### src/tmfs_pkg.sv
// ----------------------------------------------------------------------------
// tmfs_pkg
// Shared types and constants for the triangle metrics unit.
// ----------------------------------------------------------------------------
package tmfs_pkg;

  localparam int FRAC_BITS_DEF = 8;
  localparam int SIDE_BITS_DEF = 24;
  localparam int FIELD_W       = 24;
  localparam int VALUE_W       = 40;
  localparam int QUEUE_DEPTH   = 2;

  typedef enum logic [1:0] {
    ST_OK     = 2'd0,
    ST_NONPOS = 2'd1,
    ST_NOTRI  = 2'd2
  } status_t;

  typedef enum logic [3:0] {
    Q_PERIM, Q_HALF, Q_AREA,
    Q_HT_A, Q_HT_B, Q_HT_C,
    Q_MED_A, Q_MED_B, Q_MED_C,
    Q_BIS_A, Q_BIS_B, Q_BIS_C
  } qty_t;

  typedef enum logic [2:0] {
    BK_IDLE, BK_PREP, BK_MUL_LOAD, BK_MUL_STEP, BK_SQUARE, BK_SQRT, BK_DIV, BK_EMIT
  } back_state_t;

  typedef struct packed {
    logic signed [FIELD_W-1:0] side_a;
    logic signed [FIELD_W-1:0] side_b;
    logic signed [FIELD_W-1:0] side_c;
  } req_t;

  typedef struct packed {
    qty_t               quantity;
    logic [VALUE_W-1:0] value;
    status_t            status;
    logic               last;
  } rsp_t;

endpackage

### src/tmfs_back.sv
// ----------------------------------------------------------------------------
// tmfs_back
// Sequencer that computes the twelve metrics with a chunked multiplier,
// a bit-serial square root and a bit-serial divider.
// ----------------------------------------------------------------------------
module tmfs_back #(
  parameter int SIDE_BITS = tmfs_pkg::SIDE_BITS_DEF,
  parameter int FRAC_BITS = tmfs_pkg::FRAC_BITS_DEF
) (
  input  logic                   clk,
  input  logic                   rst,
  input  logic                   q_empty,
  input  logic [3*SIDE_BITS+1:0] q_data,
  output logic                   q_pop,
  output tmfs_pkg::rsp_t         rsp,
  output logic                   rsp_valid,
  input  logic                   rsp_stall
);
  import tmfs_pkg::*;

  localparam int S     = SIDE_BITS;
  localparam int C     = S + 1;
  localparam int W     = 4 * C;
  localparam int H     = 2 * C;
  localparam int CNT_W = $clog2(H + 1);

  back_state_t state, state_next;
  qty_t        k;
  status_t     st;
  logic [S-1:0] ua, ub, uc;
  logic [H-1:0] hroot, root, dq;
  logic [H:0]   rem;
  logic [W-1:0] acc;
  logic [3*C-1:0] mcand;
  logic [C-1:0] mplier, f1, f2, f3, dr, dd;
  logic [1:0]   fi, mch;
  logic [CNT_W-1:0] cnt;
  logic [VALUE_W-1:0] val;

  logic [S-1:0] x, y, z, sq_op;
  logic [C-1:0] per, yz, two_x;
  logic [C-1:0] g0, g1, g2, g3;
  logic [2*S-1:0] sq;
  logic [H+1:0] rem2, trial, rem_n;
  logic [H-1:0] root_n, dq_n;
  logic         sq_ge, dv_ge, emit_go, iter_done;
  logic [C:0]   r2;
  logic [C-1:0] dr_n;

  // operand roles for the per-side quantities
  always_comb begin
    case (k)
      Q_HT_B, Q_MED_B, Q_BIS_B: begin
        x = ub; y = ua; z = uc;
      end
      Q_HT_C, Q_MED_C, Q_BIS_C: begin
        x = uc; y = ua; z = ub;
      end
      default: begin
        x = ua; y = ub; z = uc;
      end
    endcase
  end

  assign per   = C'(ua) + C'(ub) + C'(uc);
  assign yz    = C'(y) + C'(z);
  assign two_x = C'(x) << 1;

  // four factors: heron terms for the area, else bisector terms
  always_comb begin
    if (k == Q_AREA) begin
      g0 = per;
      g1 = C'(ub) + C'(uc) - C'(ua);
      g2 = C'(ua) + C'(uc) - C'(ub);
      g3 = C'(ua) + C'(ub) - C'(uc);
    end else begin
      g0 = C'(y);
      g1 = C'(z);
      g2 = C'(x) + C'(y) + C'(z);
      g3 = C'(y) + C'(z) - C'(x);
    end
  end

  always_comb begin
    case (mch)
      2'd0:    sq_op = x;
      2'd1:    sq_op = y;
      default: sq_op = z;
    endcase
  end
  assign sq = (2*S)'(sq_op) * (2*S)'(sq_op);

  // one root bit per cycle
  assign rem2   = {rem[H-1:0], acc[W-1:W-2]};
  assign trial  = {root, 2'b01};
  assign sq_ge  = (rem2 >= trial);
  assign rem_n  = sq_ge ? rem2 - trial : rem2;
  assign root_n = {root[H-2:0], sq_ge};

  // one quotient bit per cycle
  assign r2    = {dr, dq[H-1]};
  assign dv_ge = (r2 >= {1'b0, dd});
  assign dr_n  = dv_ge ? C'(r2 - {1'b0, dd}) : C'(r2);
  assign dq_n  = {dq[H-2:0], dv_ge};

  assign iter_done = (cnt == CNT_W'(H - 1));
  assign emit_go   = (state == BK_EMIT) && (!rsp_valid || !rsp_stall);

  always_ff @(posedge clk) begin
    if (rst) begin
      state <= BK_IDLE;
    end else begin
      state <= state_next;
    end
  end

  always_comb begin
    state_next = state;
    q_pop      = 1'b0;
    case (state)
      BK_IDLE: begin
        if (!q_empty) begin
          q_pop      = 1'b1;
          state_next = BK_PREP;
        end
      end
      BK_PREP: begin
        if (st != ST_OK) begin
          state_next = BK_EMIT;
        end else begin
          case (k)
            Q_AREA, Q_BIS_A, Q_BIS_B, Q_BIS_C: state_next = BK_MUL_LOAD;
            Q_HT_A, Q_HT_B, Q_HT_C:             state_next = BK_DIV;
            Q_MED_A, Q_MED_B, Q_MED_C:          state_next = BK_SQUARE;
            default:                            state_next = BK_EMIT;
          endcase
        end
      end
      BK_MUL_LOAD: state_next = BK_MUL_STEP;
      BK_MUL_STEP: begin
        if (mch == 2'd2) begin
          state_next = (fi == 2'd2) ? BK_SQRT : BK_MUL_LOAD;
        end
      end
      BK_SQUARE: begin
        if (mch == 2'd2) begin
          state_next = BK_SQRT;
        end
      end
      BK_SQRT: begin
        if (iter_done) begin
          case (k)
            Q_BIS_A, Q_BIS_B, Q_BIS_C: state_next = BK_DIV;
            default:                   state_next = BK_EMIT;
          endcase
        end
      end
      BK_DIV: begin
        if (iter_done) begin
          state_next = BK_EMIT;
        end
      end
      BK_EMIT: begin
        if (emit_go) begin
          state_next = (st != ST_OK || k == Q_BIS_C) ? BK_IDLE : BK_PREP;
        end
      end
      default: state_next = BK_IDLE;
    endcase
  end

  // datapath
  always_ff @(posedge clk) begin
    case (state)
      BK_IDLE: begin
        if (!q_empty) begin
          ua <= q_data[3*S+1 -: S];
          ub <= q_data[2*S+1 -: S];
          uc <= q_data[S+1 -: S];
          st <= status_t'(q_data[1:0]);
          k  <= Q_PERIM;
        end
      end
      BK_PREP: begin
        rem  <= '0;
        root <= '0;
        cnt  <= '0;
        mch  <= '0;
        fi   <= '0;
        acc  <= W'(g0);
        f1   <= g1;
        f2   <= g2;
        f3   <= g3;
        dq   <= hroot;
        dr   <= '0;
        dd   <= two_x;
        if (st != ST_OK) begin
          val <= '0;
        end else if (k == Q_HALF) begin
          val <= VALUE_W'(per >> 1);
        end else begin
          val <= VALUE_W'(per);
        end
      end
      BK_MUL_LOAD: begin
        mcand  <= acc[3*C-1:0];
        acc    <= '0;
        mplier <= f1;
        f1     <= f2;
        f2     <= f3;
        mch    <= '0;
      end
      BK_MUL_STEP: begin
        // most significant chunk first
        acc   <= (acc << C) + W'(mcand[3*C-1 -: C] * mplier);
        mcand <= mcand << C;
        mch   <= mch + 1'b1;
        if (mch == 2'd2) begin
          fi <= fi + 1'b1;
        end
      end
      BK_SQUARE: begin
        // 2y^2 + 2z^2 - x^2, wrapping
        if (mch == 2'd0) begin
          acc <= W'(0) - W'(sq);
        end else begin
          acc <= acc + (W'(sq) << 1);
        end
        mch <= mch + 1'b1;
      end
      BK_SQRT: begin
        rem  <= (H+1)'(rem_n);
        root <= root_n;
        acc  <= acc << 2;
        cnt  <= iter_done ? '0 : cnt + 1'b1;
        if (iter_done) begin
          dq  <= root_n;
          dr  <= '0;
          dd  <= yz;
          if (k == Q_AREA) begin
            hroot <= root_n;
            val   <= VALUE_W'(root_n >> (FRAC_BITS + 2));
          end else begin
            val <= VALUE_W'(root_n >> 1);
          end
        end
      end
      BK_DIV: begin
        dq  <= dq_n;
        dr  <= dr_n;
        cnt <= cnt + 1'b1;
        if (iter_done) begin
          val <= VALUE_W'(dq_n);
        end
      end
      BK_EMIT: begin
        if (emit_go) begin
          k <= qty_t'(k + 4'd1);
        end
      end
      default: begin
      end
    endcase
  end

  // output register
  always_ff @(posedge clk) begin
    if (emit_go) begin
      rsp.quantity <= (st != ST_OK) ? Q_PERIM : k;
      rsp.value    <= val;
      rsp.status   <= st;
      rsp.last     <= (st != ST_OK) || (k == Q_BIS_C);
    end
  end

  always_ff @(posedge clk) begin
    if (rst) begin
      rsp_valid <= 1'b0;
    end else if (emit_go) begin
      rsp_valid <= 1'b1;
    end else if (!rsp_stall) begin
      rsp_valid <= 1'b0;
    end
  end

  a_err_single: assert property (@(posedge clk) disable iff (rst)
    rsp_valid && rsp.status != ST_OK |-> rsp.last && rsp.value == '0)
    else $error("error result must be a single zero item");

  a_last_bis: assert property (@(posedge clk) disable iff (rst)
    rsp_valid && rsp.status == ST_OK |-> rsp.last == (rsp.quantity == Q_BIS_C))
    else $error("last flag out of step with quantity");

  a_pop_idle: assert property (@(posedge clk) disable iff (rst)
    q_pop |=> state == BK_PREP && k == Q_PERIM)
    else $error("new triple must start at perimeter");

endmodule

### config.mk
export PLATFORM = sky130hd
export DESIGN_NAME = tmfs_back
export DESIGN_NICKNAME = d
export VERILOG_FILES = /design/src/tmfs_pkg.sv /design/src/tmfs_back.sv
export SDC_FILE = /design/constraint.sdc
export NUM_CORES = 2
export LEC_CHECK = 0
export ABC_AREA = 0
export BUFFER_PORTS_ARGS = -buffer_cell sky130_fd_sc_hd__buf_2
export CORE_AREA = 2 2 369 371
export CTS_CLUSTER_DIAMETER = 50
export DETAILED_ROUTE_END_ITERATION = 10
export DIE_AREA = 0 0 371 373
export PLACE_DENSITY_LB_ADDON = 0.05
export SYNTH_ARGS = -nofsm -noshare
export SYNTH_HDL_FRONTEND = slang
export SYNTH_SLANG_ARGS = --single-unit
### constraint.sdc
create_clock -name clk -period 15.3 [get_ports clk]
set_clock_uncertainty 0.1 [all_clocks]
set_input_delay 0.765 -clock clk [delete_from_list [all_inputs] [get_ports clk]]
set_output_delay 0.765 -clock clk [all_outputs]
set_load 0.01 [all_outputs]
==> key figures <==
Status
  • Status: finished with violations
  • Violated checks: capacitance limit

Critical path
  • Max stage delay on crit path: 740 ps
  • Reg2Reg Setup Slack: 610 ps
  • Worst r2r src: k[0]
  • Kind of critical path: flip-flop to flip-flop
  • Max FO, Critical Path: 46
  • Crit path launch type: flip-flop
  • CP endpoint kind: flip-flop
  • R2R depth: 47
  • CP Data Arrival Time: 15050 ps
  • Reg-to-Reg End: acc[98]
  • CP dominant cell by count: inv_1
  • Crit-path slowest cell: a211oi_1
  • Required @ worst endpoint: 15670 ps

Die
  • Core Box Area: 0.1346 mm²
  • Die W: 371 µm
  • Die Span Y: 373 µm
  • # IOs: 127
  • Die footprint: 0.1384 mm²
  • Starting Density: 0.6542
  • # rows: 135

STA
  • Final Setup Violations: 0
  • Final count of pins violating max slew: 0
  • Tmin final: 14690 ps
  • Unrepaired setup endpoints after global routing: no
  • Final setup TNS: 0 ps
  • Slew HR: 0.006182
  • Least-Margin Pin Slew: 1480 ps
  • Final-report hold violation count: 0
  • Fmax: 68.09 MHz
  • Tcrit/Tclk final: 0.9599

Cells and area
  • Reg area: 0.02116 mm²
  • # fillers: 10572
  • Share of cells above drive strength 1: 0.05613
  • Multi-input logic area: 0.05919 mm²
  • Final nets: 11521
  • Most frequent cells in the layout: 1687 x inv_1, 1158 x nand2_1, 1054 x fa_1, 740 x nor2_1, 727 x ha_1
  • Commonest non-fill, non-tap cell in the layout: inv_1
  • Area grow syn2layout: 6.669%

Yosys
  • Synth Instances: 9700
  • Seq cells post-synth: 707
  • Synth Warn #: 0
  • Leading area contributor after synthesis: fa_1
  • Synth unique cells: 92
  • Sequential area share after synthesis: 0.2403
  • Top FF cell, synth: edfxtp_1
  • Mapped Area: 0.08806 mm²
  • Synth top area share: 0.2396
  • Synthesized area per cell: 9.079 µm²
  • Top post-synthesis cells by area: fa_1 24%, edfxtp_1 24%, ha_1 10%
  • Post-synth EDFFs: 700
  • Asr flop ratio synth: 0
  • Syn Nets: 11560

Routing
  • First-pass DRT Iterations: 9
  • Final WL: 284600 µm
  • Vias per cell: 6.277
  • Total number of vias: 72392
  • Iter 0 DRT Violations: 8294
  • Detailed-route DRC error count: 0
  • DR WL/cell: 24.68 µm
  • Post-route ant nets: 0

Global routing
  • Grt total ovfl: 0
  • Largest net degree at the start of global routing: 174
  • Global-route wire length before repair: 433900 µm
  • GRT Total Usage: 0.4150
  • Initial antenna violation count: 22
  • Vias in the first global route: 73148

CTS
  • Root Buffer: clkbuf_16
  • Worst-Skew Late Latency: 750 ps
  • CTS tree: done
  • CTS Buf Count: 97
  • Register clock-pin slew on the reported worst setup and hold paths: 70 ps
  • Post-CTS Setup Bufs: 0
  • Clock Tree Buf Depth: 3
  • H-Tree Depth: 3
  • Sink Count: 707

Min path
  • Hold WC Path Type: input port to flip-flop
  • Hold Startpoint: q_data[29]
  • Hold Path Depth: 1
  • Min-Delay Endpoint: ub[3]

Place
  • Hpwl dp: 222300 µm
  • GP Congestion: 1.066
  • PortBufs: 126

Job
  • Max_cap viols: 1
## kinds of logic (layout without fill, tap and decap cells)
logic type               count (synthesis)  after routing  share of synthesized area
AND/OR/NAND/NOR                       2831           2831                     0.1451
adder cells (fa/ha/maj)               1782           1782                     0.3430
AO/OA/AOI/OAI                         1731           1731                     0.1263
multiplexers                            82             82                   0.009420
other                                    0              7                          0
buffers and inverters                 2105           2150                    0.08999
flip-flops                             707            707                     0.2403
XOR/XNOR                               462            462                    0.04595
## how the worst max path moves through the flow
stage / start / endpoint / slack, ps / depth (start not counted)
2_1_floorplan: k[0] / acc[91] / 2840 / 44
6_report: k[0] / acc[98] / 610 / 47
3_3_place_gp: k[0] / acc[98] / 1050 / 45
3_5_place_dp: k[0] / acc[98] / 650 / 45
4_1_cts: k[0] / acc[98] / 700 / 45
5_1_grt: k[0] / acc[98] / 50 / 47
## through the flow
stage | setup WS [ps] | area (µm²) | cells | utilization | hold slack (ps)
global placement | 1048 | 90690 | 11343 | 0.6737 | 300.7
global route | 50.81 | 93930 | 11529 | 0.6977 | 82.09
detailed placement | 652.1 | 90690 | 11343 | 0.6737 | 304.5
CTS | 695.4 | 93910 | 11526 | 0.6976 | 68.82
finish | 613.2 | 93940 | 11533 | 0.6978 | 101.8
floorplan | 2836 | 88060 | 9700 | - | 300.3
## synth_stat cells, types with 118 or more instances
cell	n
nor3_1	131
fa_1	1054
edfxtp_1	700
o21ai_0	355
xor2_1	176
nand3_1	118
a21oi_1	526
and2_1	261
a21o_1	168
nand2_1	1163
nor2_1	742
inv_1	1689
xnor2_1	286
clkbuf_1	368
ha_1	728
## routing by layer
layer | track usage | wire, µm | vias to the layer above | share of wire
met5 | 0 | 91 | - | 0.00032
met4 | 0.2128 | 17200 | 14 | 0.060
met3 | 0.1026 | 33950 | 795 | 0.12
met2 | 0.6239 | 125100 | 4291 | 0.44
met1 | 0.5585 | 108300 | 35486 | 0.38
li1 | - | - | 31806 | -
## registers in the layout (all words and copies together) (netlist names), 40 cells and up, named ones only
register / cells
val: 40
acc: 100
hroot: 50
rsp: 47
dq: 50
root: 50
mcand: 75
rem: 50
## cell type report
| class | instances | share of cell area |
|---|---|---|
| clock buffer | 104 | 0.02612 |
| inverter | 1693 | 0.06768 |
| sequential | 707 | 0.2253 |
| tap | 1781 | 0.02372 |
| clock inverter | 79 | 0.008152 |
| timing repair buffer | 274 | 0.01881 |
| multi-input combinational | 6888 | 0.6301 |
| antenna | 7 | 0.0001865 |
## worst max-delay path, delay by kind of cell (launching register included)
| kind | cells | cell delay [ps] |
|---|---|---|
| AO/OA/AOI/OAI | 19 | 5930 |
| adder cells (fa/ha/maj) | 10 | 4590 |
| buffers and inverters | 11 | 1640 |
| AND/OR/NAND/NOR | 7 | 1600 |
| flip-flops | 1 | 480 |
## timing repair
action,CTS,global route
hold buffers,0,0
gates resized for setup,0,1
setup endpoints to repair,0,2
Power is not shown: default switching activity piles up to over one toggle a cycle in this logic, so the estimate is an artifact.
