<file path="src/tmfs_pkg.sv">
// ----------------------------------------------------------------------------
// tmfs_pkg
// Shared types and constants for the triangle metrics unit.
// ----------------------------------------------------------------------------
package tmfs_pkg;

  localparam int FRAC_BITS_DEF = 8;
  localparam int SIDE_BITS_DEF = 24;
  localparam int FIELD_W       = 24;
  localparam int VALUE_W       = 40;
  localparam int QUEUE_DEPTH   = 2;

  typedef enum logic [1:0] {
    ST_OK     = 2'd0,
    ST_NONPOS = 2'd1,
    ST_NOTRI  = 2'd2
  } status_t;

  typedef enum logic [3:0] {
    Q_PERIM, Q_HALF, Q_AREA,
    Q_HT_A, Q_HT_B, Q_HT_C,
    Q_MED_A, Q_MED_B, Q_MED_C,
    Q_BIS_A, Q_BIS_B, Q_BIS_C
  } qty_t;

  typedef enum logic [2:0] {
    BK_IDLE, BK_PREP, BK_MUL_LOAD, BK_MUL_STEP, BK_SQUARE, BK_SQRT, BK_DIV, BK_EMIT
  } back_state_t;

  typedef struct packed {
    logic signed [FIELD_W-1:0] side_a;
    logic signed [FIELD_W-1:0] side_b;
    logic signed [FIELD_W-1:0] side_c;
  } req_t;

  typedef struct packed {
    qty_t               quantity;
    logic [VALUE_W-1:0] value;
    status_t            status;
    logic               last;
  } rsp_t;

endpackage

</file>
<file path="src/tmfs_front.sv">
// ----------------------------------------------------------------------------
// tmfs_front
// Accepts side triples, checks sign and triangle inequality, queues them.
// ----------------------------------------------------------------------------
module tmfs_front #(
  parameter int SIDE_BITS = tmfs_pkg::SIDE_BITS_DEF
) (
  input  tmfs_pkg::req_t          req,
  input  logic                    req_valid,
  output logic                    req_stall,
  input  logic                    q_full,
  output logic                    push,
  output logic [3*SIDE_BITS+1:0]  push_data
);
  import tmfs_pkg::*;

  localparam int S = SIDE_BITS;
  localparam int C = S + 1;

  logic signed [S-1:0] sa, sb, sc;
  logic [C-1:0]        wa, wb, wc;
  logic                nonpos, tri_ok;
  status_t             status;

  // low SIDE_BITS bits of each field, as a signed value
  assign sa = S'(req.side_a);
  assign sb = S'(req.side_b);
  assign sc = S'(req.side_c);

  assign wa = C'($unsigned(sa));
  assign wb = C'($unsigned(sb));
  assign wc = C'($unsigned(sc));

  assign nonpos = sa[S-1] || (sa == '0) || sb[S-1] || (sb == '0) ||
                  sc[S-1] || (sc == '0);
  assign tri_ok = (wa + wb > wc) && (wa + wc > wb) && (wb + wc > wa);

  always_comb begin
    if (nonpos) begin
      status = ST_NONPOS;
    end else if (!tri_ok) begin
      status = ST_NOTRI;
    end else begin
      status = ST_OK;
    end
  end

  assign req_stall = q_full;
  assign push      = req_valid && !q_full;
  assign push_data = {$unsigned(sa), $unsigned(sb), $unsigned(sc), status};

endmodule

</file>
<file path="config.mk">
export PLATFORM = sky130hd
export DESIGN_NAME = tmfs_front
export DESIGN_NICKNAME = d
export VERILOG_FILES = /design/src/tmfs_pkg.sv /design/src/tmfs_front.sv
export SDC_FILE = /design/constraint.sdc
export NUM_CORES = 1
export LEC_CHECK = 0
export ABC_AREA = 0
export ABC_CLOCK_PERIOD_IN_PS = 12200
export BUFFER_PORTS_ARGS = -buffer_cell sky130_fd_sc_hd__buf_2
export CAP_MARGIN = 20
export CORE_MARGIN = 2
export CORE_UTILIZATION = 45
export DETAILED_ROUTE_END_ITERATION = 10
export PLACE_DENSITY = 0.66
export RECOVER_POWER = 50
export SYNTH_ARGS = -nofsm -noshare
export SYNTH_HDL_FRONTEND = slang
export SYNTH_SLANG_ARGS = --single-unit
</file>
<file path="constraint.sdc">
create_clock -name vclk -period 12.2
set_input_delay 0.61 -clock vclk [all_inputs]
set_output_delay 0.61 -clock vclk [all_outputs]
set_load 0.005 [all_outputs]
</file>
==> metrics.txt, run 1 <==
status=completed; Max FO, Critical Path=5; Syn. warnings=0; DR vias=5,973; critical path required time=approximately 12,000 ps; antenna viol nets, final=0; synthesized area=slightly below 6000 um2; Area Growth Syn to Fin=6.131%; first-pass GRT wire length=~27,000 um; Fin. Hold Viols=0; HP Class=input pin to output pin; Die Width=roughly 120 um; top cell type by total area after synthesis=ha_1; leak pwr=0.003256 uW; routed len/inst=16.46 um; Detailed Routing Iterations Pass 1=5; Post-Route WL=17,470 um; Final Setup Violations=0; Remaining DRCs=0; initial antenna violation count=0; Slew Limit Fails=0; synth top area cells=ha_1 30%, buf_4 9.3%, xnor2_1 7.6%; worst vdd ir=approximately 0.000023 V; Post-Synthesis Cells=a little over 800; vias in the first global route=around 5,400; Ant. Diodes=0; final clock period utilization by the worst path=45.06%; RSZ-0062 raised after global routing=no; Initial DRC Count=around 260; crit path DAT=about 5000 ps; Die ar.=between 10,000 and 15,000 um2; Tightest Pin Transition=roughly 740 ps; f_max=roughly 0.18 GHz; std cell rows=42; hold-fix buffers at CTS=0; minimum clock period=around 5500 ps; DP HPWL=15,210 um; total core area=about 13,000 um2; Critical Path Source Type=input pin; via/cell ratio=between 5 and 6; MaxCap Viol Count=0; Post-CTS Setup Repair Bufs=0; synthesized area per cell=between 7 and 8 um2; Initial Utilization=45.54%; sequential area share after synthesis=0%; count of different cell masters after synthesis=60; seq_cells=0; setup TNS=0 ps; Reg area=0 um2; post-route core utilization=between 40% and 50%; post-cts resize count=0; pin count of the biggest net entering global routing=9; Power Density=~61 nW/um2; final-layout clock buffer total=0; GRT Overall Usage=a little under a quarter; CP endpoint kind=output pin; num ports=150; max_slew headroom=50.24%; number of port buffers=150; Multi-input gate area=between 5000 and 6000 um2; FILL cells=approximately 1,400; Nets=1,108; GR Overflow Total=0; Routability Congestion=slightly above 0.9; top-area cell type share of the netlist area=around 30%; Net Count, Synth=1,031; critical path type=input pin to output pin; Die Ht=about 120 um; share of layout cells above drive strength 1=about 15%
==> metal layers <==
metal	part of all wire [%]	vias to the layer above	track usage, %
met2	48	193	43.10
met3	5.3	20	0.6226
met5	0	-	0
met4	1.7	0	3.274
met1	45	2711	32.47
li1	-	3049	-
==> final timing paths <==
path                  startpoint      endpoint  cells past startpoint
worst max-delay path      req[0]  push_data[1]                     21
worst min-delay path      q_full     req_stall                      2
==> cells in the mapped netlist, drive strengths merged (8+ instances only) <==
cell type	count
o21bai	16
inv	97
a21oi	70
nor4	21
nor3	12
a211oi	8
o21ai	43
nand2	31
nand4	21
o21a	15
nand3	18
ha	144
buf	74
nor2	55
a21o	35
xnor2	52
nor2b	12
==> cell families after synthesis <==
family,share of synthesized area [%]
xor+xnor,8.671
fa+ha+maj,31.24
buf+inv,15.49
compound gates,27.84
simple gates,16.75
==> where the power goes <==
part	total (uW)	leakage, uW	switching (uW)	internal (uW)
clock	0	0	0	0
sequential	0	0	0	0
combinational	383	0.00326	214	170
total	383	0.00326	214	170
==> per-stage QoR <==
step | hold WS, ps | std cells | cell area, um2 | setup WS [ps] | total power, uW
floorplan | 1250 | 810 | 5959 | 7503 | 290.4
global placement | 1400 | 1061 | 6371 | 6810 | 383.0
detailed placement | 1403 | 1061 | 6371 | 6701 | 383.5
CTS | 1404 | 1061 | 6371 | 6714 | 385.8
global route | 1411 | 1061 | 6325 | 6324 | 434.0
finish | 1403 | 1061 | 6325 | 6703 | 383.2
==> placed cells by master (no fill, tap or decap), drive strengths merged, types with 8 or more instances in the layout <==
cell type / Yosys / final
buf: 74 / 113
a211oi: 8 / 8
nor2b: 12 / 12
a21oi: 70 / 70
nor4: 21 / 21
o21bai: 16 / 16
a21o: 35 / 35
nor3: 12 / 12
inv: 97 / 97
xnor2: 52 / 52
ha: 144 / 144
clkbuf: 1 / 37
o21a: 15 / 15
nand2: 31 / 31
o21ai: 43 / 43
nand3: 18 / 18
nand4: 21 / 21
nor2: 55 / 55
==> final cells by class <==
class	count	area share, %
tap	176	3.482
inverter	97	5.757
timing repair buffer	150	11.14
multi-input combinational	638	79.62
==> critical path, cell delays in order <==
cell	delay [ps]
clkbuf_1	140
ha_1	270
fa_1	460
a211oi_2	280
o21ai_1	130
a31oi_2	290
o21ai_2	130
o41ai_4	430
o21bai_1	110
a21oi_1	180
xnor2_1	90
ha_1	300
nand4_1	100
nor4_1	210
nand4_1	140
o31a_1	140
a221oi_1	250
o21a_1	160
a21boi_1	180
o31a_1	160
buf_2	120
Note: power is estimated with default switching activity, not from simulation.
==> inputs of run 2 (changes only) <==
--- a/config.mk
+++ b/config.mk
@@ -5,8 +5,8 @@
 export SDC_FILE = /design/constraint.sdc
 export NUM_CORES = 1
 export LEC_CHECK = 0
-export ABC_AREA = 0
-export ABC_CLOCK_PERIOD_IN_PS = 12200
+export ABC_AREA = 1
+export ABC_CLOCK_PERIOD_IN_PS = 5560
 export BUFFER_PORTS_ARGS = -buffer_cell sky130_fd_sc_hd__buf_2
 export CAP_MARGIN = 20
 export CORE_MARGIN = 2
==> constraint.sdc (replaced) <==
create_clock -name vclk -period 5.56
set_input_delay 0.278 -clock vclk [all_inputs]
set_output_delay 0.278 -clock vclk [all_outputs]
set_load 0.005 [all_outputs]
==> run 2 against run 1 <==
  * Routed wire length rose by 16%
  * Sequential cell count did not move
  * Utilization rose by 0.85 points
  * First-iteration DRC count rose by 67%
  * Cell count rose by 25%
  * Non-clock buffer count did not move
  * Setup slack got worse by 5000 ps
  * Synthesized cell count rose by 32%
  * Area after synthesis rose by 9.2%
  * Total power rose by 130%
  * Combinational power rose by 130%
  * Global-route usage rose by 1.3 points
  * Largest power group unchanged
==> metrics.txt, run 2 <==
worst vdd ir=0.00004909 V; via/cell ratio=~5.2; HP Class=input pin to output pin; synth top area cells=ha_1 28%, nand2_1 14%, inv_1 11%; Die ar.=~15,000 um2; most common cell after layout, fill and taps aside=nand2_1; Ant. Diodes=0; Int Pwr=between 300 and 400 uW; post-cts resize count=0; final instance area=6880 um2; DP HPWL=18,040 um; top cell type by total area after synthesis=ha_1; Placed Instances=about 1,300; Multi-input gate area=5245 um2; Nets=between 1,000 and 1,500; FILL cells=between 1,500 and 2,000; synthesized area=about 6500 um2; seq_cells=0; routed len/inst=approximately 15 um; count of different cell masters after synthesis=36; Max FO, Critical Path=5; initial antenna violation count=0; synth cell count leaders=248 x nand2_1, 183 x inv_1, 144 x ha_1; total core area=around 14,000 um2; RSZ-0062 raised after global routing=no; fin cells=1,322; Initial DRC Count=between 400 and 500; Fin. Hold Viols=0; sequential area share after synthesis=0%; pin count of the biggest net entering global routing=7; Syn. warnings=0; share of layout cells above drive strength 1=about 14%; Routability Congestion=approximately 0.96; leak pwr=around 0.004 uW; antenna viol nets, final=0; DR vias=about 7,000; Remaining DRCs=0; synthesized area per cell=between 6 and 7 um2; switching pwr=between 500 and 600 uW; vias in the first global route=between 6,000 and 7,000; max_slew headroom=64.76%; met3 GRT Util=less than 1%; Detailed Routing Iterations Pass 1=5; minimum clock period=between 3000 and 4000 ps; hold-fix buffers at CTS=0; Final Setup Violations=0; Post-Synthesis Cells=between 1,000 and 1,500; most frequent cells in the layout=248 x nand2_1, 183 x inv_1, 144 x ha_1; Die Width=approximately 120 um; Power Density=about 130 nW/um2; Reg area=0 um2; critical path required time=5280 ps; std cell rows=43; first-pass GRT wire length=31,660 um; Net Count, Synth=1,287; M1 GR Usage=between 30% and 40%; number of port buffers=150; f_max=0.2582 GHz; placed cell area=around 7000 um2; Slew Limit Fails=0; Initial Utilization=between 40% and 50%; status=completed; top-area cell type share of the netlist area=roughly 28%; share of power burned in registers=0%; clock network fraction of design power=0%; Min Hold Slack=between 700 and 800 ps; Area Growth Syn to Fin=5.750%; most frequent cell after synthesis=nand2_1; Die Ht=approximately 120 um; Tightest Pin Transition=roughly 520 ps; critical path type=input pin to output pin; Post-Route WL=between 20,000 and 25,000 um; Combinational Power Share=100.0%; GRT Max-Usage Layer=met2; setup TNS=0 ps; crit path DAT=3590 ps; sw frac=61.14%; Design Power=881.5 uW; GRT Overall Usage=between 20% and 30%; met2 Use GR=between 40 and 50%; num ports=150; Post-CTS Setup Repair Bufs=0; final-layout clock buffer total=0; GR Overflow Total=0; CP endpoint kind=output pin; final clock period utilization by the worst path=between 60% and 70%; Critical Path Source Type=input pin; MaxCap Viol Count=0
## run 2: cell types whose count changed in the layout (fill, tap and decap cells not counted), sizes merged, moves of 14 or more
cell	change
a21o	-23
nand2	+227
xor2	+33
a21oi	+23
nor2	+33
inv	+90
nand3	+14
xnor2	-28
## run 2: metrics by stage
stage	setup WS [ps]	util, %
floorplan	2507	-
global placement	1809	49.52
detailed placement	1796	49.52
CTS	1798	49.52
global route	1399	49.19
finish	1687	49.19
## run 2: kinds of logic after synthesis
family | share of synthesized area [%]
AO/OA/AOI/OAI | 15.15
XOR/XNOR | 8.615
adder cells (fa/ha/maj) | 28.62
buffers and inverters | 19.38
AND/OR/NAND/NOR | 28.23
## run 2: worst paths after layout
check	startpoint	to	slack (ps)	cells past startpoint
worst max-delay path	req[48]	push_data[1]	1690	23
worst min-delay path	q_full	req_stall	740	2
## run 2: layout make-up
cell class	instances	area share [%]
inverter	188	10.26
multi-input combinational	804	76.23
tap	180	3.273
timing repair buffer	150	10.24
## run 2: power groups by stage
stage	registers (uW)	logic, uW	clock network, uW
finish	0	881	0
global placement	0	872	0
global route	0	1000	0
detailed placement	0	876	0
floorplan	0	659	0
CTS	0	882	0
## run 2: per-layer routing
layer,part of all wire [%],up-vias
li1,-,3573
met3,6.7,26
met4,2.2,0
met1,49,3026
met2,42,213
met5,0,-
## run 2: worst max-delay path, stage by stage
cell	delay [ps]
clkbuf_1	210
ha_1	250
inv_1	90
fa_1	390
nand3b_1	190
nand2_2	120
a21oi_2	80
o21ai_2	140
a21oi_1	120
o21ai_1	170
xor2_1	90
ha_1	300
nand2_1	50
nor2_1	220
nand4_1	210
nor2_1	130
nand4_1	130
nand3_1	110
nor2_1	50
nand3_1	80
nand2_1	50
inv_1	40
buf_2	100
==> inputs of run 3 (changes only) <==
--- a/config.mk
+++ b/config.mk
@@ -6,13 +6,13 @@
 export NUM_CORES = 1
 export LEC_CHECK = 0
 export ABC_AREA = 1
-export ABC_CLOCK_PERIOD_IN_PS = 5560
+export ABC_CLOCK_PERIOD_IN_PS = 3500
 export BUFFER_PORTS_ARGS = -buffer_cell sky130_fd_sc_hd__buf_2
 export CAP_MARGIN = 20
 export CORE_MARGIN = 2
 export CORE_UTILIZATION = 45
 export DETAILED_ROUTE_END_ITERATION = 10
-export PLACE_DENSITY = 0.66
+export PLACE_DENSITY = 0.68
 export RECOVER_POWER = 50
 export SYNTH_ARGS = -nofsm -noshare
 export SYNTH_HDL_FRONTEND = slang
==> constraint.sdc (replaced) <==
create_clock -name vclk -period 3.5
set_input_delay 0.175 -clock vclk [all_inputs]
set_output_delay 0.175 -clock vclk [all_outputs]
set_load 0.005 [all_outputs]
==> run 3 against run 2 <==
  * Design area up 5.3%
  * Hold slack worse by 200 ps
  * Die area stayed put
  * Sequential cell count is the same
  * Count of clock-buffer cells in the layout stayed put
  * First-iteration DRC count increased by 6.8%
  * Highest routed layer unchanged
  * Cell count up 1.9%
  * Combinational power up 70%
  * Utilization rose by 2.6 points
==> metrics.txt, run 3 (same netlist as run 2, synthesis figures left out) <==
status=completed; GR Overflow Total=0; Die Width=124.2 um; Routability Congestion=0.9277; vias in the first global route=around 6,400; critical path required time=roughly 3300 ps; most frequent cells in the layout=243 x nand2_1, 183 x inv_1, 140 x ha_1; setup TNS=0 ps; CP endpoint kind=output pin; std cell rows=43; Tightest Pin Transition=a little over 700 ps; Power Density=between 200 and 250 nW/um2; antenna viol nets, final=0; GRT Overall Usage=a little over a quarter; routed len/inst=between 15 and 20 um; first-pass GRT wire length=~33,000 um; Final Setup Violations=0; Remaining DRCs=0; FILL cells=about 1,500; Area Growth Syn to Fin=11.31%; Post-Route WL=approximately 21,000 um; leak pwr=between 0.004 and 0.005 uW; clock network fraction of design power=0%; share of layout cells above drive strength 1=19.11%; share of power burned in registers=0%; Reg area=0 um2; Fin. Hold Viols=0; Critical Path Source Type=input pin; Int Pwr=598.8 uW; Initial Utilization=a little under half; Die Ht=approximately 120 um; DR vias=about 7,000; hold depth=2; Ant. Diodes=0; f_max=between 0.3 and 0.4 GHz; Min Hold Slack=about 530 ps; Initial DRC Count=458; worst vdd ir=0.00007222 V; final clock period utilization by the worst path=a little over nine tenths; via/cell ratio=about 5.2; final-layout clock buffer total=0; crit path DAT=3130 ps; minimum clock period=3301 ps; critical path type=input pin to output pin; max_slew headroom=between 50 and 60%; total core area=approximately 14,000 um2; seq_cells=0; Nets=1,390; switching pwr=about 900 uW; MaxCap Viol Count=0; Max FO, Critical Path=5; Multi-input gate area=between 5000 and 6000 um2; Slew Limit Fails=0; sw frac=around 60%; num ports=150; number of port buffers=150; Combinational Power Share=between 90% and 100%; HP Class=input pin to output pin; HP Start=q_full; hold-fix buffers at CTS=0; most common cell after layout, fill and taps aside=nand2_1; Design Power=roughly 1500 uW; Die ar.=roughly 15,000 um2; initial antenna violation count=0; Hold Path End=req_stall; DP HPWL=approximately 19,000 um; Detailed Routing Iterations Pass 1=6; pin count of the biggest net entering global routing=7
[run 3: per-stage QoR]
stage	util, %	worst slack (ps)	instances	instance area [um2]
global placement	50.27	-40.61	1336	7032
CTS	50.51	42.86	1338	7066
detailed placement	50.27	-104.2	1336	7032
floorplan	-	653.2	1066	6506
finish	51.77	198.8	1347	7242
global route	51.77	-23.33	1347	7242
[run 3: timing repair]
action                     in CTS  in global routing
resized for setup               4                 31
setup endpoints to repair       1                  1
pin swaps                       6                 28
setup buffers                   2                  9
[run 3: metal layers]
metal,vias to the layer above,global-route usage (%),share of wire (%)
met3,10,1.291,5.8
met2,202,43.62,45
met4,0,3.305,1.4
met5,-,0,0
met1,3178,38.74,48
li1,3611,-,-
[run 3: worst max-delay path by stage]
stage | from | endpoint | slack (ps) | depth (start not counted)
after floorplan | req[0] | push_data[1] | 650 | 21
after global placement | req[48] | push_data[1] | -40 | 23
after detailed placement | req[48] | push_data[1] | -100 | 23
after CTS | req[48] | push_data[1] | 40 | 23
after global routing | req[0] | push_data[1] | -20 | 29
final | req[37] | push_data[1] | 200 | 22
[run 3: power groups by stage]
stage	Combinational, uW	Sequential (uW)	Clock (uW)
after global routing	1700	0	0
final	1500	0	0
after global placement	1400	0	0
after detailed placement	1420	0	0
after CTS	1430	0	0
after floorplan	1050	0	0
[run 3: final cells by class]
cell class	count	area share [%]
multi-input cells	804	74.38
repair buffers	175	12.77
inverters	188	9.744
well taps	180	3.110
[run 3: critical path, stage by stage]
cell,delay (ps)
clkbuf_1,260
ha_1,300
buf_4,160
nand2_1,60
nand2_1,70
a21oi_1,150
nand2_1,100
a21oi_2,180
o21bai_2,120
xor2_1,180
ha_1,320
nand2_2,80
nor2_4,130
nand4_1,170
nor2_1,130
nand4_1,120
nand3_1,110
nor2_1,50
nand3_1,70
nand2_1,50
inv_1,40
buf_2,100
