<file path="config.mk">
export PLATFORM = sky130hd
export DESIGN_NAME = tmfs_queue
export DESIGN_NICKNAME = d
export VERILOG_FILES = /design/src/tmfs_pkg.sv /design/src/tmfs_queue.sv
export SDC_FILE = /design/constraint.sdc
export NUM_CORES = 1
export LEC_CHECK = 0
export BUFFER_PORTS_ARGS = -buffer_cell sky130_fd_sc_hd__buf_2
export CAP_MARGIN = 10
export CORE_MARGIN = 2
export CORE_UTILIZATION = 50
export CTS_BUF_LIST = sky130_fd_sc_hd__clkbuf_4
export DETAILED_ROUTE_END_ITERATION = 16
export HOLD_SLACK_MARGIN = 0.15
export PLACE_DENSITY = 0.76
export SYNTH_ARGS = -nofsm -noshare
export SYNTH_HDL_FRONTEND = slang
export SYNTH_SLANG_ARGS = --single-unit
</file>
<file path="constraint.sdc">
create_clock -name clk -period 2.95 [get_ports clk]
set_input_delay 0.4425 -clock clk [delete_from_list [all_inputs] [get_ports clk]]
set_output_delay 0.4425 -clock clk [all_outputs]
set_load 0.005 [all_outputs]
</file>
<file path="src/tmfs_pkg.sv">
// ----------------------------------------------------------------------------
// tmfs_pkg
// Shared types and constants for the triangle metrics unit.
// ----------------------------------------------------------------------------
package tmfs_pkg;

  localparam int FRAC_BITS_DEF = 8;
  localparam int SIDE_BITS_DEF = 24;
  localparam int FIELD_W       = 24;
  localparam int VALUE_W       = 40;
  localparam int QUEUE_DEPTH   = 2;

  typedef enum logic [1:0] {
    ST_OK     = 2'd0,
    ST_NONPOS = 2'd1,
    ST_NOTRI  = 2'd2
  } status_t;

  typedef enum logic [3:0] {
    Q_PERIM, Q_HALF, Q_AREA,
    Q_HT_A, Q_HT_B, Q_HT_C,
    Q_MED_A, Q_MED_B, Q_MED_C,
    Q_BIS_A, Q_BIS_B, Q_BIS_C
  } qty_t;

  typedef enum logic [2:0] {
    BK_IDLE, BK_PREP, BK_MUL_LOAD, BK_MUL_STEP, BK_SQUARE, BK_SQRT, BK_DIV, BK_EMIT
  } back_state_t;

  typedef struct packed {
    logic signed [FIELD_W-1:0] side_a;
    logic signed [FIELD_W-1:0] side_b;
    logic signed [FIELD_W-1:0] side_c;
  } req_t;

  typedef struct packed {
    qty_t               quantity;
    logic [VALUE_W-1:0] value;
    status_t            status;
    logic               last;
  } rsp_t;

endpackage

</file>
<file path="src/tmfs_queue.sv">
// ----------------------------------------------------------------------------
// tmfs_queue
// Small register queue between the classifier and the compute sequencer.
// ----------------------------------------------------------------------------
module tmfs_queue #(
  parameter int WIDTH = 8,
  parameter int DEPTH = tmfs_pkg::QUEUE_DEPTH
) (
  input  logic             clk,
  input  logic             rst,
  input  logic             push,
  input  logic [WIDTH-1:0] push_data,
  output logic             full,
  input  logic             pop,
  output logic [WIDTH-1:0] pop_data,
  output logic             empty
);
  import tmfs_pkg::*;

  localparam int PTR_W = (DEPTH > 1) ? $clog2(DEPTH) : 1;
  localparam int CNT_W = $clog2(DEPTH + 1);

  logic [WIDTH-1:0] mem [DEPTH];
  logic [PTR_W-1:0] wr_ptr, rd_ptr;
  logic [CNT_W-1:0] count;

  assign full     = (count == CNT_W'(DEPTH));
  assign empty    = (count == '0);
  assign pop_data = mem[rd_ptr];

  always_ff @(posedge clk) begin
    if (push) begin
      mem[wr_ptr] <= push_data;
    end
  end

  always_ff @(posedge clk) begin
    if (rst) begin
      wr_ptr <= '0;
      rd_ptr <= '0;
      count  <= '0;
    end else begin
      if (push) begin
        wr_ptr <= (wr_ptr == PTR_W'(DEPTH - 1)) ? '0 : wr_ptr + 1'b1;
      end
      if (pop) begin
        rd_ptr <= (rd_ptr == PTR_W'(DEPTH - 1)) ? '0 : rd_ptr + 1'b1;
      end
      case ({push, pop})
        2'b10:   count <= count + 1'b1;
        2'b01:   count <= count - 1'b1;
        default: count <= count;
      endcase
    end
  end

endmodule

</file>
==> results.sh, run 1 <==
export IMPL_clkTransAtPathRegs_ns=0.10
export IMPL_core_area_sq_um=1489
export IMPL_multi_input_area_sq_um=191.4
export IMPL_synth_common_cells="16 x edfxtp_1, 8 x mux2_2, 6 x nor2_1"
export IMPL_skew_ns=0.001356
export IMPL_cts_made_buffers=3
export IMPL_gp_congestion=0.6708
export IMPL_utilization_pct=62.52
export IMPL_yosysSeqAreaShare_pct=74.36
export IMPL_worstHoldPathType="in -> reg"
export IMPL_grt_util_all_layers_pct=12.86
export IMPL_synth_ff_type="edfxtp_1"
export IMPL_synth_distinct_cells=14
export IMPL_grt_pass1_wl_mm=1.690
export IMPL_p_per_area_nw_per_um2=601.1
export IMPL_drt_first_pass_iters=3
export IMPL_syn_nets=60
export IMPL_initial_utilization_pct=52.44
export IMPL_required_ns=2.51
export IMPL_design_area_sq_um=930.9
export IMPL_ys_ff_latch=21
export IMPL_antenna_found_initial=0
export IMPL_die_x_um=43.52
export IMPL_start_kind="flop"
export IMPL_via_count=426
export IMPL_post_route_period_util_pct=60.00
export IMPL_worst_pin_slew_ns=0.6905
export IMPL_yosysWarnings=0
export IMPL_power_uw=559.6
export IMPL_max_freq_ghz=0.5650
export IMPL_die_y_um=43.52
export IMPL_synth_top_cell_by_area="edfxtp_1"
export IMPL_die_area_sq_um=1894
export IMPL_drv_cap=0
export IMPL_route_layer_met1_wl_um=493
export IMPL_layout_drive_gt1_share_pct=47.89
export IMPL_root_buffer="clkbuf_4"
export IMPL_ioPinCount=22
export IMPL_avgViaCountPerCell=4.897
export IMPL_hold_buffers=0
export IMPL_synthArstFlopShare_pct=0
export IMPL_regArea_sq_um=580.6
export IMPL_r2r_setup_slack_ns=1.70
export IMPL_clk_path_buf_depth=2
export IMPL_wl_met3_um=48
export IMPL_grt_pass1_vias=407
export IMPL_worstReg2RegEnd="mem[0][1]"
export IMPL_route_met2_wl_um=461
export IMPL_antenna_cells=0
export IMPL_final_fill_count=120
export IMPL_yosysTopAreaCellShare_pct=61.54
export IMPL_vdd_drop_max_mv=0.4024
export IMPL_dp_hpwl_um=723.3
export IMPL_syn_area_per_cell_sq_um=16.61
export IMPL_rows=14
export IMPL_end_kind="output pin"
export IMPL_port_buffers=21
export IMPL_tritoncts="yes"
export IMPL_fin_nets=85
export IMPL_rsz0062_at_grt="false"
export IMPL_yosysMostFrequentCell="edfxtp_1"
export IMPL_r2r_start="wr_ptr"
export IMPL_power_leakage_uw=0.0003704
export IMPL_crit_end="pop_data[0]"
export IMPL_dpl_instance_area_sq_um=900.9
export IMPL_wl_per_cell_um=11.79
export IMPL_htreeDepth=1
export IMPL_gr_total_overflow=0
export IMPL_final_max_slew_viol_count=0
export IMPL_holdWs_ns=0.3370
export IMPL_fin_crit_ns=1.770
export IMPL_syn2layout_area_growth_pct=19.23
export IMPL_ant_nets=0
export IMPL_ctsResizeCount=0
export IMPL_r2r_cells=1
export IMPL_drcViolationCount=0
export IMPL_drt_first_iter_violations=10
export IMPL_outcome="finished clean"
export IMPL_path_class="reg -> out"
export IMPL_grt_max_degree=12
export IMPL_hold_depth=1
export IMPL_ys_top_cells_by_area="edfxtp_1 62%, dfxtp_1 13%, mux2_2 12%"
export IMPL_hold_viol_final=0
export IMPL_clkLatencyLatePin_ns=0.29
export IMPL_netlist_area_sq_um=780.7
export IMPL_routed_wl_mm=1.026
export IMPL_cts_setup_buffers=0
export IMPL_synthCells=47
export IMPL_finalSetupTns_ns=0
export IMPL_arrival_ns=1.33
export IMPL_cp_max_fo=8
export IMPL_clock_sinks=21
export IMPL_setup_violations=0
export IMPL_slew_headroom_pct=53.80
export IMPL_synth_edf_count=16
export IMPL_top_layer="met4"
[routing by layer]
metal,track usage (%),up-vias
li1,-,216
met1,15.56,197
met2,20.60,11
met3,2.500,2
met4,9.091,0
met5,0,-
[power breakdown]
| group | internal (uW) | leakage (uW) | switching (uW) |
|---|---|---|---|
| combinational | 39.9 | 0.000160 | 29.1 |
| clock | 61.7 | 0.0000184 | 75.7 |
| sequential | 341 | 0.000192 | 12.1 |
[flip-flops by register name (all words and copies together), names as in the netlist, named ones only]
signal	cells
mem	16
rd_ptr	1
count	2
wr_ptr	1
[placed cells by master (no fill, tap or decap), drive strengths merged]
cell and n:
buf 21, nor2 6, a21oi 1, xor2 1
xnor2 3, or3 1, ha 1, o21ai 1
and2b 1, dfxtp 5, edfxtp 16, inv 1
clkbuf 4, and2 1, mux2 8
[final cells by class]
class | instances | area share [%]
flip-flops and latches | 21 | 62.37
repair buffers | 21 | 11.29
multi-input cells | 24 | 20.56
well taps | 16 | 2.151
clock buffers | 4 | 3.226
inverters | 1 | 0.4032
[worst min-delay path by stage]
stage                     slack (ns)   endpoint          from
final                           0.34  mem[0][0]  push_data[0]
after global routing            0.32  mem[0][2]  push_data[2]
after CTS                       0.33  mem[1][4]  push_data[4]
after detailed placement        0.50       flop        rd_ptr
after global placement          0.49   count[1]      count[1]
after floorplan                 0.46   count[1]      count[1]
[metrics by stage]
step	setup WS, ns	instances
after floorplan	1.614	47
after global placement	1.424	83
after detailed placement	1.420	83
after CTS	1.137	87
after global routing	1.086	87
final	1.180	87
[cell families (layout without fill, tap and decap cells)]
| family | Yosys count | in the layout | synth area share (%) |
|---|---|---|---|
| flops | 21 | 21 | 74.36 |
| mux | 8 | 8 | 11.54 |
| fa+ha+maj | 1 | 1 | 1.602 |
| xor+xnor | 4 | 4 | 4.488 |
| compound gates | 2 | 2 | 1.281 |
| buf+inv | 2 | 26 | 1.121 |
| simple gates | 9 | 9 | 5.610 |
[critical path: stages (launching register included)]
cell     delay [ns]
dfxtp_1        0.54
mux2_2         0.38
buf_2          0.12
Power figures use the tool's default switching activity.
==> run 2, diff against run 1 <==
--- a/config.mk
+++ b/config.mk
@@ -5,14 +5,15 @@
 export SDC_FILE = /design/constraint.sdc
 export NUM_CORES = 1
 export LEC_CHECK = 0
+export ABC_AREA = 1
 export BUFFER_PORTS_ARGS = -buffer_cell sky130_fd_sc_hd__buf_2
 export CAP_MARGIN = 10
 export CORE_MARGIN = 2
-export CORE_UTILIZATION = 50
+export CORE_UTILIZATION = 47
 export CTS_BUF_LIST = sky130_fd_sc_hd__clkbuf_4
 export DETAILED_ROUTE_END_ITERATION = 16
 export HOLD_SLACK_MARGIN = 0.15
-export PLACE_DENSITY = 0.76
+export PLACE_DENSITY = 0.75
 export SYNTH_ARGS = -nofsm -noshare
 export SYNTH_HDL_FRONTEND = slang
 export SYNTH_SLANG_ARGS = --single-unit
==> constraint.sdc (replaced) <==
create_clock -name clk -period 1.45 [get_ports clk]
set_input_delay 0.2175 -clock clk [delete_from_list [all_inputs] [get_ports clk]]
set_output_delay 0.2175 -clock clk [all_outputs]
set_load 0.005 [all_outputs]
==> results.sh, run 2 <==
export IMPL_cts_setup_buffers=0
export IMPL_clk_path_buf_depth=2
export IMPL_worstHoldPathType="in -> reg"
export IMPL_clkLatencyLatePin_ns=0.29
export IMPL_hold_viol_final=0
export IMPL_layout_commonest_cell="buf_2"
export IMPL_via_count=519
export IMPL_post_route_period_util_pct=97.27
export IMPL_critPathTopFamily="flip-flops"
export IMPL_fin_crit_ns=1.410
export IMPL_arrival_ns=1.19
export IMPL_root_buffer="clkbuf_4"
export IMPL_clkTransAtPathRegs_ns=0.11
export IMPL_skew_ns=0.008734
export IMPL_grt_util_all_layers_pct=14.60
export IMPL_p_per_area_nw_per_um2=1086
export IMPL_outcome="finished clean"
export IMPL_clock_power_share_pct=24.6
export IMPL_final_fill_count=116
export IMPL_yosysWarnings=0
export IMPL_ioPinCount=22
export IMPL_routed_wl_mm=1.314
export IMPL_vdd_drop_max_mv=0.7981
export IMPL_dp_hpwl_um=917.2
export IMPL_syn_nets=71
export IMPL_comb_power_share_pct=13.7
export IMPL_antenna_found_initial=0
export IMPL_synthArstFlopShare_pct=0
export IMPL_layout_drive_gt1_share_pct=38.71
export IMPL_drv_cap=0
export IMPL_grt_pass1_wl_mm=2.090
export IMPL_finalSetupTns_ns=0
export IMPL_grt_pass1_vias=515
export IMPL_seq_power_share_pct=61.7
export IMPL_switching_share_pct=21.61
export IMPL_r2r_setup_slack_ns=0.43
export IMPL_intPower_uw=905.5
export IMPL_path_cells="mux2_2 > buf_2"
export IMPL_synth_ff_type="edfxtp_1"
export IMPL_tritoncts="yes"
export IMPL_synth_edf_count=16
export IMPL_multi_input_area_sq_um=192.7
export IMPL_drt_first_pass_iters=4
export IMPL_end_kind="output pin"
export IMPL_drt_first_iter_violations=8
export IMPL_required_ns=1.23
export IMPL_rsz0062_at_grt="true"
export IMPL_yosysMostFrequentCell="edfxtp_1"
export IMPL_synth_common_cells="16 x edfxtp_1, 10 x nor2_1, 8 x mux2_2"
export IMPL_cpPeakStageDelay_ns=0.43
export IMPL_grt_max_degree=12
export IMPL_path_class="reg -> out"
export IMPL_yosysSeqAreaShare_pct=71.94
export IMPL_yosysTopAreaCellShare_pct=59.53
export IMPL_netlist_area_sq_um=807.0
export IMPL_regArea_sq_um=584.3
export IMPL_power_uw=1155
export IMPL_cp_max_fo=8
export IMPL_avgViaCountPerCell=4.761
export IMPL_syn2layout_area_growth_pct=31.78
export IMPL_clock_sinks=21
export IMPL_port_buffers=21
export IMPL_initial_utilization_pct=51.77
export IMPL_die_area_sq_um=2064
export IMPL_synthCells=58
export IMPL_htreeDepth=1
export IMPL_max_freq_ghz=0.7090
export IMPL_ant_nets=0
export IMPL_core_area_sq_um=1559
export IMPL_die_x_um=45.44
export IMPL_p_switching_uw=249.6
export IMPL_drcViolationCount=0
export IMPL_fin_nets=107
export IMPL_worst_pin_slew_ns=0.3503
export IMPL_reg_top3="mem: 16 flops, count: 2 flops"
export IMPL_rows=14
export IMPL_ys_top_cells_by_area="edfxtp_1 60%, dfxtp_1 12%, mux2_2 11%"
export IMPL_synth_distinct_cells=13
export IMPL_cp_slowest_cell="dfxtp_4"
export IMPL_syn_area_per_cell_sq_um=13.91
export IMPL_gp_congestion=0.7342
export IMPL_setup_violations=0
export IMPL_slew_headroom_pct=76.62
export IMPL_gr_total_overflow=0
export IMPL_synth_top_cell_by_area="edfxtp_1"
export IMPL_final_max_slew_viol_count=0
export IMPL_largest_reg_flops=16
export IMPL_cts_made_buffers=3
export IMPL_ys_ff_latch=21
export IMPL_crit_buf_inv=1
export IMPL_regMostFlops="mem"
export IMPL_final_cell_mix="21 x buf_2, 16 x edfxtp_1, 10 x nor2_1, 9 x dlygate4sd3_1"
export IMPL_antenna_cells=0
export IMPL_power_leakage_uw=0.0004557
export IMPL_wl_per_cell_um=12.06
export IMPL_start_kind="flop"
export IMPL_die_y_um=45.44
## run 2: worst paths after layout
path,endpoint,startpoint,cells past startpoint
hold reg to reg,wr_ptr,wr_ptr,2
setup / recovery,pop_data[2],flop,2
hold / removal,rd_ptr,pop,3
setup reg to reg,mem[1][3],wr_ptr,2
## run 2: what timing repair did
action                                  4_1_cts  5_1_grt
endpoints found under the setup margin        8        5
hold endpoints to repair                     19        0
hold buffers                                  9        0
resized for setup                             2        1
## run 2: metrics by stage
stage	worst slack, ns	utilization, %	area (sq um)	hold WS [ns]	cells
2_1_floorplan	0.3921	-	807.0	0.2899	58
3_3_place_gp	0.2226	60.03	935.9	0.4075	96
3_5_place_dp	0.2113	60.03	935.9	0.4087	96
4_1_cts	0.04263	67.98	1060	0.2041	109
5_1_grt	-0.005935	68.22	1064	0.2224	109
6_report	0.03954	68.22	1064	0.2030	109
## run 2: cell families (layout without fill, tap and decap cells)
kind of cell             after synthesis  count (layout)  share of synthesized area, %
flip-flops                            21              21                         71.94
AND/OR/NAND/NOR                       17              17                         8.373
multiplexers                           8               8                         11.16
buffers and inverters                  8              43                         4.652
AO/OA/AOI/OAI                          2               2                         1.239
adder cells (fa/ha/maj)                1               1                         1.550
XOR/XNOR                               1               1                         1.085
## run 2: layout make-up
class | count | share of cell area (%)
well taps | 16 | 1.882
clock buffers | 4 | 2.824
inverters | 7 | 2.471
multi-input cells | 29 | 18.12
repair buffers | 32 | 19.76
flip-flops and latches | 21 | 54.94
## run 2: worst register-to-register path, stage by stage, from the launching register on
cell and delay [ns]:
dfxtp_1 0.36, nand2_1 0.06, inv_1 0.27
## run 2: power groups by stage
stage / Sequential [uW] / Combinational, uW / Clock (uW)
3_3_place_gp: 723 / 134 / 0
4_1_cts: 712 / 158 / 287
6_report: 712 / 159 / 284
2_1_floorplan: 714 / 86.4 / 0
5_1_grt: 717 / 179 / 320
3_5_place_dp: 725 / 139 / 0
## run 2: routing by layer
layer,global-route usage [%],routed length [um]
met5,0,0
met4,4.706,8
met3,2.778,42
met2,27.04,702
met1,16.62,560
==> run 3, diff against run 2 <==
--- a/config.mk
+++ b/config.mk
@@ -13,7 +13,7 @@
 export CTS_BUF_LIST = sky130_fd_sc_hd__clkbuf_4
 export DETAILED_ROUTE_END_ITERATION = 16
 export HOLD_SLACK_MARGIN = 0.15
-export PLACE_DENSITY = 0.75
+export PLACE_DENSITY = 0.76
 export SYNTH_ARGS = -nofsm -noshare
 export SYNTH_HDL_FRONTEND = slang
 export SYNTH_SLANG_ARGS = --single-unit
==> results.sh, run 3 (synthesis gave the netlist of run 2 again) <==
export IMPL_final_max_slew_viol_count=0
export IMPL_layout_commonest_cell="buf_2"
export IMPL_r2r_setup_slack_ns=0.42
export IMPL_cpPeakStageDelay_ns=0.41
export IMPL_setup_violations=0
export IMPL_drcViolationCount=0
export IMPL_end_kind="output pin"
export IMPL_hold_depth=3
export IMPL_gp_congestion=0.7207
export IMPL_clk_path_buf_depth=2
export IMPL_routed_wl_mm=1.321
export IMPL_slew_headroom_pct=75.59
export IMPL_path_cells="mux2_2 > buf_2"
export IMPL_final_cell_mix="21 x buf_2, 16 x edfxtp_1, 10 x nor2_1, 9 x dlygate4sd3_1, 8 x mux2_2"
export IMPL_regMostFlops="mem"
export IMPL_start_kind="flop"
export IMPL_utilization_pct=67.50
export IMPL_grt_max_degree=12
export IMPL_crit_end="pop_data[0]"
export IMPL_largest_reg_flops=16
export IMPL_initial_utilization_pct=51.77
export IMPL_layout_drive_gt1_share_pct=38.04
export IMPL_r2r_start="wr_ptr"
export IMPL_clock_sinks=21
export IMPL_vdd_drop_max_mv=0.7455
export IMPL_rsz0062_at_grt="false"
export IMPL_outcome="finished clean"
export IMPL_gr_total_overflow=0
export IMPL_dpl_cell_count=95
export IMPL_cts_made_buffers=3
export IMPL_p_per_area_nw_per_um2=1091
export IMPL_clkLatencyLatePin_ns=0.29
export IMPL_port_buffers=21
export IMPL_grt_pass1_vias=514
export IMPL_skew_ns=0.007772
export IMPL_syn2layout_area_growth_pct=30.39
export IMPL_hold_viol_final=0
export IMPL_drt_first_pass_iters=4
export IMPL_fin_cells=108
export IMPL_core_area_sq_um=1559
export IMPL_required_ns=1.23
export IMPL_fin_nets=106
export IMPL_clkTransAtPathRegs_ns=0.11
export IMPL_tritoncts="yes"
export IMPL_dp_hpwl_um=911.4
export IMPL_grt_util_all_layers_pct=14.81
export IMPL_drv_cap=0
export IMPL_arrival_ns=1.16
export IMPL_antenna_found_initial=0
export IMPL_die_y_um=45.44
export IMPL_die_area_sq_um=2064
export IMPL_via_count=512
export IMPL_max_freq_ghz=0.7247
export IMPL_root_buffer="clkbuf_4"
export IMPL_cp_max_fo=8
export IMPL_rows=14
export IMPL_fin_crit_ns=1.380
export IMPL_power_leakage_uw=0.0004470
export IMPL_worstHoldPathType="in -> reg"
export IMPL_path_class="reg -> out"
export IMPL_r2r_cells=2
export IMPL_htreeDepth=1
export IMPL_ant_nets=0
export IMPL_ioPinCount=22
export IMPL_worst_pin_slew_ns=0.3658
export IMPL_die_x_um=45.44
export IMPL_finalSetupTns_ns=0
export IMPL_grt_pass1_wl_mm=2.083
export IMPL_avgViaCountPerCell=4.741
export IMPL_antenna_cells=0
export IMPL_reg_top3="mem: 16 flops, count: 2 flops"
export IMPL_wl_per_cell_um=12.23
export IMPL_worstReg2RegEnd="mem[1][4]"
export IMPL_drt_first_iter_violations=8
export IMPL_post_route_period_util_pct=95.16
export IMPL_cp_slowest_cell="dfxtp_4"
[run 3: cell count changes in the layout (fill, tap and decap cells not counted), sizes merged]
cell | previous run | this run
buf | 23 | 22
[run 3: critical path: cells and delay by family, from the launching register on]
kind | cells | cell delay [ns]
buffers and inverters | 1 | 0.13
muxes | 1 | 0.34
DFF | 1 | 0.41
[run 3: final cells by class]
type	instances	area, sq um
Tap cell	16	20.02
Multi-Input combinational cell	29	188.9
Sequential cell	21	584.3
Timing Repair Buffer	31	202.7
Fill cell	124	506.7
Inverter	7	26.28
Clock buffer	4	30.03
[run 3: through the flow]
step / worst slack [ns] / total power, uW / cell area [sq um] / hold WS, ns
global route: 0.006160 / 1206 / 1052 / 0.2367
global placement: 0.2202 / 853.6 / 928.4 / 0.4072
CTS: 0.001545 / 1160 / 1050 / 0.2010
detailed placement: 0.2227 / 860.6 / 928.4 / 0.4124
floorplan: 0.3921 / 800.2 / 807.0 / 0.2899
finish: 0.07017 / 1148 / 1052 / 0.2057
[run 3: how the worst min path moves through the flow]
stage                 start         to
4_1_cts                push     wr_ptr
2_1_floorplan           rst       flop
6_report               push     wr_ptr
3_5_place_dp   push_data[7]  mem[1][7]
3_3_place_gp   push_data[7]  mem[0][7]
5_1_grt                 pop       flop
[run 3: repair_timing]
| item | in CTS | in global routing |
|---|---|---|
| endpoints found under the hold margin | 19 | 0 |
| endpoints found under the setup margin | 8 | 8 |
| hold buffers | 9 | 0 |
| setup buffers | 0 | 0 |
| gates cloned | 0 | 0 |
| gates resized for setup | 1 | 1 |
[run 3: power breakdown]
part           internal, uW  total, uW  switching [uW]
clock network           126        284             158
registers               688        711            23.4
logic                  88.1        153            65.0
total                   901       1150             246
[run 3: layer usage]
metal / GRT usage, % / routed length [um] / part of all wire, % / vias up
met1: 16.76 / 609 / 46 / 231
met2: 25.07 / 656 / 50 / 12
met3: 3.571 / 39 / 3.0 / 2
met5: 0 / 0 / 0 / -
li1: - / - / - / 267
met4: 8.824 / 15 / 1.1 / 0
